## src/rtl/olad_pkg.sv

```systemverilog
// Package for the ordered list block: field widths, operation and status codes,
// sequencer states. No dependencies.
package olad_pkg;

    localparam int DATA_W        = 32;
    localparam int OP_W          = 2;
    localparam int STATUS_W      = 3;
    localparam int ENTRY_COUNT_W = 5;
    localparam int DEF_CAPACITY  = 16;

    typedef enum logic [OP_W-1:0] {
        OP_APPEND = 2'd0,
        OP_DELETE = 2'd1,
        OP_READ   = 2'd2,
        OP_NOP    = 2'd3
    } op_t;

    typedef enum logic [STATUS_W-1:0] {
        ST_DONE     = 3'd0,
        ST_FULL     = 3'd1,
        ST_EMPTY    = 3'd2,
        ST_NOTFOUND = 3'd3,
        ST_ENTRY    = 3'd4
    } status_t;

    typedef enum logic [2:0] {
        S_IDLE,
        S_SEARCH,
        S_SHIFT,
        S_READ,
        S_REPLY
    } state_t;

endpackage

```

## src/rtl/olad_ram.sv

```systemverilog
// Generic simple dual-port RAM: one write port, one read port, registered read.
// No dependencies.
module olad_ram #(
    parameter int WIDTH = 32,
    parameter int DEPTH = 16
) (
    input  logic                     clk,
    input  logic                     we,
    input  logic [$clog2(DEPTH)-1:0] waddr,
    input  logic [WIDTH-1:0]         wdata,
    input  logic [$clog2(DEPTH)-1:0] raddr,
    output logic [WIDTH-1:0]         rdata
);

    logic [WIDTH-1:0] mem [DEPTH];

    always_ff @(posedge clk)
    begin
        if (we)
        begin
            mem[waddr] <= wdata;
        end
        rdata <= mem[raddr];
    end

endmodule

```

## src/rtl/ordered_list_append_delete.sv

```systemverilog
// Top level of the ordered list block: sequencer, count and output register.
// Depends on olad_pkg and olad_ram.
//
// Bounded ordered list of signed 32-bit values, held head first in one RAM of
// CAPACITY words. Each input transaction is worked on alone; in_stall is high
// from acceptance until the sequencer is back in idle. An append, or the
// unused operation code, is done on acceptance and its result then sits in
// the output register. A delete walks the list one entry a cycle through
// the single RAM read port: up to and including the match (all count
// entries when there is none), then through each later entry to close the
// gap, the compare stage and the shift stage sharing that read port; the
// reply state follows. A read-out emits one entry a cycle while the output
// side does not stall. An empty list answers a delete or read-out with an
// empty status and no walk. The RAM is not cleared at reset: only data from
// slots below the count is ever used. Results leave through a single output
// register; the sequencer waits on it in its read-out and reply states
// whenever the far side stalls a held result.
module ordered_list_append_delete #(
    parameter int CAPACITY = olad_pkg::DEF_CAPACITY
) (
    input  logic                                  clk,
    input  logic                                  rst_n,
    // input channel
    input  logic                                  in_valid,
    output logic                                  in_stall,
    input  logic [olad_pkg::OP_W-1:0]             operation,
    input  logic signed [olad_pkg::DATA_W-1:0]    value,
    // output channel
    output logic                                  out_valid,
    input  logic                                  out_stall,
    output logic [olad_pkg::STATUS_W-1:0]         status,
    output logic signed [olad_pkg::DATA_W-1:0]    entry,
    output logic [olad_pkg::ENTRY_COUNT_W-1:0]    entry_count,
    output logic                                  last
);

    import olad_pkg::*;

    localparam int ADDR_W = $clog2(CAPACITY);
    localparam int CNT_W  = $clog2(CAPACITY + 1);

    // sequencer state
    state_t              state_reg, state_next;
    logic [ADDR_W-1:0]   ptr_reg, ptr_next;
    logic [CNT_W-1:0]    count_reg, count_next;
    status_t             reply_reg, reply_next;
    logic [DATA_W-1:0]   value_reg, value_next;

    // output register
    logic                out_valid_reg, out_valid_next;
    status_t             status_reg, status_next;
    logic [DATA_W-1:0]   entry_reg, entry_next;
    logic [CNT_W-1:0]    count_out_reg, count_out_next;
    logic                last_reg, last_next;

    // RAM port signals
    logic                ram_we;
    logic [ADDR_W-1:0]   ram_waddr;
    logic [DATA_W-1:0]   ram_wdata;
    logic [DATA_W-1:0]   ram_rdata;

    logic                out_free;
    logic                load_out;
    logic                at_tail;
    logic                is_full;
    logic                is_empty;
    logic [CNT_W-1:0]    ptr_inc;

    olad_ram #(
        .WIDTH (DATA_W),
        .DEPTH (CAPACITY)
    ) u_ram (
        .clk   (clk),
        .we    (ram_we),
        .waddr (ram_waddr),
        .wdata (ram_wdata),
        .raddr (ptr_next),   // data for ptr_reg arrives with it
        .rdata (ram_rdata)
    );

    assign out_free = !out_valid_reg || !out_stall;
    assign ptr_inc  = CNT_W'(ptr_reg) + CNT_W'(1);
    assign at_tail  = (ptr_inc == count_reg);
    assign is_full  = (count_reg >= CNT_W'(CAPACITY));
    assign is_empty = (count_reg == '0);

    always_comb
    begin
        state_next     = state_reg;
        ptr_next       = ptr_reg;
        count_next     = count_reg;
        reply_next     = reply_reg;
        value_next     = value_reg;
        ram_we         = 1'b0;
        ram_waddr      = ptr_reg;
        ram_wdata      = value_reg;
        load_out       = 1'b0;
        status_next    = status_reg;
        entry_next     = entry_reg;
        count_out_next = count_out_reg;
        last_next      = last_reg;

        case (state_reg)
            S_IDLE:
            begin
                ptr_next = '0;
                if (in_valid)
                begin
                    value_next = value;
                    state_next = S_REPLY;
                    reply_next = ST_DONE;
                    case (operation)
                        OP_APPEND:
                        begin
                            if (is_full)
                            begin
                                reply_next = ST_FULL;
                            end
                            else
                            begin
                                ram_we     = 1'b1;
                                ram_waddr  = count_reg[ADDR_W-1:0];
                                ram_wdata  = value;
                                count_next = count_reg + CNT_W'(1);
                            end
                        end
                        OP_DELETE:
                        begin
                            if (is_empty)
                                reply_next = ST_EMPTY;
                            else
                                state_next = S_SEARCH;
                        end
                        OP_READ:
                        begin
                            if (is_empty)
                                reply_next = ST_EMPTY;
                            else
                                state_next = S_READ;
                        end
                        default:
                        begin
                            reply_next = ST_DONE;
                        end
                    endcase
                end
            end

            S_SEARCH:
            begin
                if (ram_rdata == value_reg)
                begin
                    if (at_tail)
                    begin
                        // match on the tail: nothing to close up
                        count_next = count_reg - CNT_W'(1);
                        reply_next = ST_DONE;
                        state_next = S_REPLY;
                    end
                    else
                    begin
                        ptr_next   = ptr_reg + ADDR_W'(1);
                        state_next = S_SHIFT;
                    end
                end
                else if (at_tail)
                begin
                    reply_next = ST_NOTFOUND;
                    state_next = S_REPLY;
                end
                else
                begin
                    ptr_next = ptr_reg + ADDR_W'(1);
                end
            end

            S_SHIFT:
            begin
                // move slot ptr down by one
                ram_we    = 1'b1;
                ram_waddr = ptr_reg - ADDR_W'(1);
                ram_wdata = ram_rdata;
                if (at_tail)
                begin
                    count_next = count_reg - CNT_W'(1);
                    reply_next = ST_DONE;
                    state_next = S_REPLY;
                end
                else
                begin
                    ptr_next = ptr_reg + ADDR_W'(1);
                end
            end

            S_READ:
            begin
                if (out_free)
                begin
                    load_out       = 1'b1;
                    status_next    = ST_ENTRY;
                    entry_next     = ram_rdata;
                    count_out_next = count_reg;
                    last_next      = at_tail;
                    if (at_tail)
                        state_next = S_IDLE;
                    else
                        ptr_next = ptr_reg + ADDR_W'(1);
                end
            end

            S_REPLY:
            begin
                if (out_free)
                begin
                    load_out       = 1'b1;
                    status_next    = reply_reg;
                    entry_next     = '0;
                    count_out_next = count_reg;
                    last_next      = 1'b1;
                    state_next     = S_IDLE;
                end
            end

            default:
            begin
                state_next = S_IDLE;
            end
        endcase

        out_valid_next = load_out || (out_valid_reg && out_stall);
    end

    always_ff @(posedge clk or negedge rst_n)
    begin
        if (!rst_n)
        begin
            state_reg     <= S_IDLE;
            ptr_reg       <= '0;
            count_reg     <= '0;
            reply_reg     <= ST_DONE;
            out_valid_reg <= 1'b0;
        end
        else
        begin
            state_reg     <= state_next;
            ptr_reg       <= ptr_next;
            count_reg     <= count_next;
            reply_reg     <= reply_next;
            out_valid_reg <= out_valid_next;
        end
    end

    // payload registers, no reset
    always_ff @(posedge clk)
    begin
        value_reg     <= value_next;
        status_reg    <= status_next;
        entry_reg     <= entry_next;
        count_out_reg <= count_out_next;
        last_reg      <= last_next;
    end

    assign in_stall    = (state_reg != S_IDLE);
    assign out_valid   = out_valid_reg;
    assign status      = status_reg;
    assign entry       = entry_reg;
    assign entry_count = ENTRY_COUNT_W'(count_out_reg);
    assign last        = last_reg;

    // count stays within capacity
    a_count_bound: assert property (@(posedge clk) disable iff (!rst_n)
        count_reg <= CNT_W'(CAPACITY))
        else $error("count beyond capacity");

    // walking pointer stays on held slots
    a_ptr_held: assert property (@(posedge clk) disable iff (!rst_n)
        (state_reg == S_SEARCH || state_reg == S_SHIFT || state_reg == S_READ)
        |-> ptr_inc <= count_reg)
        else $error("pointer past tail");

    // a read-out leaves the count alone
    a_read_keeps_count: assert property (@(posedge clk) disable iff (!rst_n)
        state_reg == S_READ |=> count_reg == $past(count_reg))
        else $error("count changed during read-out");

    // every result other than a read-out entry closes the transaction
    a_single_last: assert property (@(posedge clk) disable iff (!rst_n)
        (out_valid_reg && status_reg != ST_ENTRY) |-> (last_reg && entry_reg == '0))
        else $error("non-entry result without last");

    // no new transaction while the gap is being closed
    a_busy_stall: assert property (@(posedge clk) disable iff (!rst_n)
        (state_reg == S_SHIFT) |-> in_stall)
        else $error("input taken during shift");

endmodule
```

## config.mk

```make
export PLATFORM = sky130hd
export DESIGN_NAME = ordered_list_append_delete
export DESIGN_NICKNAME = d
export VERILOG_FILES = /design/src/rtl/olad_pkg.sv /design/src/rtl/olad_ram.sv /design/src/rtl/ordered_list_append_delete.sv
export SDC_FILE = /design/constraint.sdc
export NUM_CORES = 1
export LEC_CHECK = 0
export ABC_AREA = 1
export BUFFER_PORTS_ARGS = -buffer_cell sky130_fd_sc_hd__buf_2
export CAP_MARGIN = 20
export CELL_PAD_IN_SITES_DETAIL_PLACEMENT = 0
export CELL_PAD_IN_SITES_GLOBAL_PLACEMENT = 1
export CORE_AREA = 2 2 269 271
export CTS_CLUSTER_SIZE = 25
export DETAILED_ROUTE_END_ITERATION = 10
export DIE_AREA = 0 0 271 273
export GPL_ROUTABILITY_DRIVEN = 0
export GPL_TIMING_DRIVEN = 0
export PLACE_DENSITY_LB_ADDON = 0.1
export REMOVE_ABC_BUFFERS = 1
export SLEW_MARGIN = 20
export SYNTH_ARGS = -nofsm -noshare
export SYNTH_HDL_FRONTEND = slang
export SYNTH_SLANG_ARGS = --single-unit
```

## constraint.sdc

```tcl
create_clock -name clk -period 8.1 [get_ports clk]
set_input_delay 0.81 -clock clk [delete_from_list [all_inputs] [get_ports clk]]
set_output_delay 0.81 -clock clk [all_outputs]
set_load 0.05 [all_outputs]
```

==> impl_metrics.env <==
export IMPL_worstPathArrival_ps=4950
export IMPL_crit_path_cell_trace="inv_2 -> ha_1 -> inv_1 -> nand2_1 -> nand2_1 -> nor2_1 -> nand2_1 -> nor2_4 -> nand2_4 -> nand2_2 -> nand3_2 -> nand2_8 -> buf_16 -> nand2_8 -> buf_16 -> nand2_1 -> nand3_1 -> nand3_1 -> nand3_1 -> nand2_1"
export IMPL_fin_crit_ps=4410
export IMPL_stdcell_count=3703
export IMPL_final_cell_mix="597 x nand3_1, 585 x edfxtp_1, 460 x inv_1, 416 x nand2_1, 128 x nand3b_1"
export IMPL_routed_via_density=5.04
export IMPL_synth_xor_area_share_pct=0.748
export IMPL_fin_ws_ps=3690
export IMPL_synth_distinct_cells=39
export IMPL_synth_compound_area_share_pct=2.28
export IMPL_ys_seq_elements=633
export IMPL_clockRootBuffer="clkbuf_16"
export IMPL_die_y_um=273
export IMPL_synth_cells=2624
export IMPL_fin_hold_ws_ps=128
export IMPL_start_kind="flip-flop"
export IMPL_highest_layer="met5"
export IMPL_met3_length_um=4070
export IMPL_cts_hold_buffers=0
export IMPL_fmax_mhz=227
export IMPL_start_util_pct=39.6
export IMPL_htree_num_levels=3
export IMPL_tightest_slew_ps=1030
export IMPL_die_x_um=271
export IMPL_criticalPathCategory="reg -> reg"
export IMPL_cts_resized=0
export IMPL_synth_area_sq_mm=0.0281
export IMPL_grt_use_total_pct=22.3
export IMPL_grt_pass1_wl_um=122000
export IMPL_largest_register_ffs=512
export IMPL_cts_sinks=633
export IMPL_n_antenna_cell=0
export IMPL_port_buffers=80
export IMPL_cts_buffer_depth=3
export IMPL_grt_pass1_vias=18300
export IMPL_cp_required_ps=8640
export IMPL_hold_violations=0
export IMPL_max_vdd_ir_drop_uv=385
export IMPL_wl_met1_um=36900
export IMPL_vias=18700
export IMPL_rsz0062_at_grt="no"
export IMPL_routed_wirelength_um=82700
export IMPL_synthMuxAreaShare_pct=0
export IMPL_fin_setup_tns_ps=0
export IMPL_die_area_sq_mm=0.0740
export IMPL_finalPower_uw=13800
export IMPL_synth_fa_ha_area_share_pct=0.472
export IMPL_max_stage_delay_ps=570
export IMPL_synth_top_family_by_area="simple AND/OR/NAND/NOR gates"
export IMPL_ys_warnings_count=0
export IMPL_p_leak_uw=0.0134
export IMPL_crit_slowest_cell="dfrtp_1"
export IMPL_num_io_pins=81
export IMPL_dp_cells=3571
export IMPL_critPathCaptureType="flip-flop"
export IMPL_p_per_area_mw_per_mm2=417
export IMPL_wl_per_cell_um=22.3
export IMPL_synth_avg_cell_area_sq_um=10.7
export IMPL_grt_antenna_before_repair=1
export IMPL_fin_crit_sh_pct=54.4
export IMPL_overflow=0
export IMPL_dp_hpwl_um=48200
export IMPL_clk_latency_ps=610
export IMPL_path_max_fanout=92
export IMPL_cts_tree="done"
export IMPL_crit_top_cell="nand2_1"
export IMPL_cap_violations=0
export IMPL_ant_nets=0
export IMPL_status="finished clean"
export IMPL_seq_area_frac_synth_pct=66.2
export IMPL_pre_cts_slack_ps=3530
export IMPL_clk_pin_slew_ps=50
export IMPL_synth_simple_area_share_pct=21.1
export IMPL_core_sq_mm=0.0710
export IMPL_regMostFlops="u_ram.mem"
export IMPL_drive_gt1_share_pct=11.0
export IMPL_finalNetCount=2743
export IMPL_layout_commonest_cell="nand3_1"
export IMPL_detailroute_wirelength_met2_um=40300
export IMPL_drcViolationCount=0
export IMPL_grt_max_degree=96
export IMPL_hold_path_class="in -> async"
export IMPL_area_delta_synth_final_pct=18.0
export IMPL_cts_setup_buffers=0
export IMPL_clock_skew_ps=12.0
export IMPL_setup_violations=0
export IMPL_rows=98
export IMPL_cts_buffers=72
export IMPL_drt_iter0_drc=1255
export IMPL_slew_headroom_pct=30.8
export IMPL_drt_pass1_iterations=7
export IMPL_slew_violations=0
-- worst paths after layout --
path | start | to | cells after the start | slack (ps)
hold reg to reg | reply_reg[0]$_DFFE_PN0P_ | reply_reg[0]$_DFFE_PN0P_ | 2 | 470
setup reg to reg | ptr_reg[0]$_DFF_PN0_ | u_ram.rdata[26]$_DFF_P_ | 20 | 3690
setup / recovery | ptr_reg[0]$_DFF_PN0_ | u_ram.rdata[26]$_DFF_P_ | 20 | 3690
hold / removal | rst_n | count_reg[0]$_DFFE_PN0P_ | 1 | 130
min in group clk | value[4] | value_reg[4]$_DFFE_PP_ | 1 | 390
max in group asynchronous | rst_n | ptr_reg[3]$_DFF_PN0_ | 1 | 7680
-- cell type report --
type,count,area (sq um)
multi-input cells,1368,7140
flip-flops and latches,633,18600
clock buffers,105,2130
inverters,470,1780
well taps,950,1190
repair buffers,150,1990
fillers,6440,37800
clock inverters,27,309
-- metal layers --
layer	global-route usage (%)	up-vias
met3	3.37	100
met2	37.9	454
li1	-	8996
met5	0	-
met1	30.1	9117
met4	5.57	2
-- cells in the mapped netlist (all sizes together) --
cell     count  share of area (%)
nand3      598                 11
edfxtp     585                 63
inv        470                6.3
nand2      423                5.8
nand3b     128                3.4
buf        104                2.3
nor2        67               0.92
o21ai       60                1.1
clkbuf      49               0.65
dfxtp       32                2.3
xnor2       22               0.69
a22o        20               0.62
dfrtp       16                1.4
ha           9               0.40
nand4        8               0.18
a21oi        6               0.11
o2111ai      5               0.16
nor3         3              0.053
nor4         3              0.067
o211ai       3              0.080
a31oi        2              0.045
o221ai       2              0.062
xor2         2              0.062
a21boi       1              0.027
a22oi        1              0.027
a32o         1              0.036
fa           1              0.071
o21a         1              0.027
o22ai        1              0.022
or2          1              0.022
-- through the flow --
stage | util [%] | cell area, sq um
final | 46.7 | 33100
after global routing | 46.7 | 33100
after CTS | 46.7 | 33100
after detailed placement | 43.2 | 30700
after global placement | 40.7 | 28900
after floorplan | - | 27300
-- worst max-delay path, delay by kind of cell, from the launching register on --
| family | cells | cell delay (ps) |
|---|---|---|
| DFF | 1 | 570 |
| buffers and inverters | 4 | 1050 |
| adders and majority gates | 1 | 380 |
| and+or+nand+nor | 15 | 2070 |
-- logic make-up after synthesis --
logic type      Yosys count
xor+xnor                 24
buf+inv                 623
fa+ha+maj                10
simple gates           1231
flops                   633
compound gates          103
-- power breakdown --
group          total [uW]  switching, uW  internal, uW
clock                3370           1320          2050
combinational        5810           4140          1670
sequential           4640            194          4440
(Power assumes the default switching activity.)
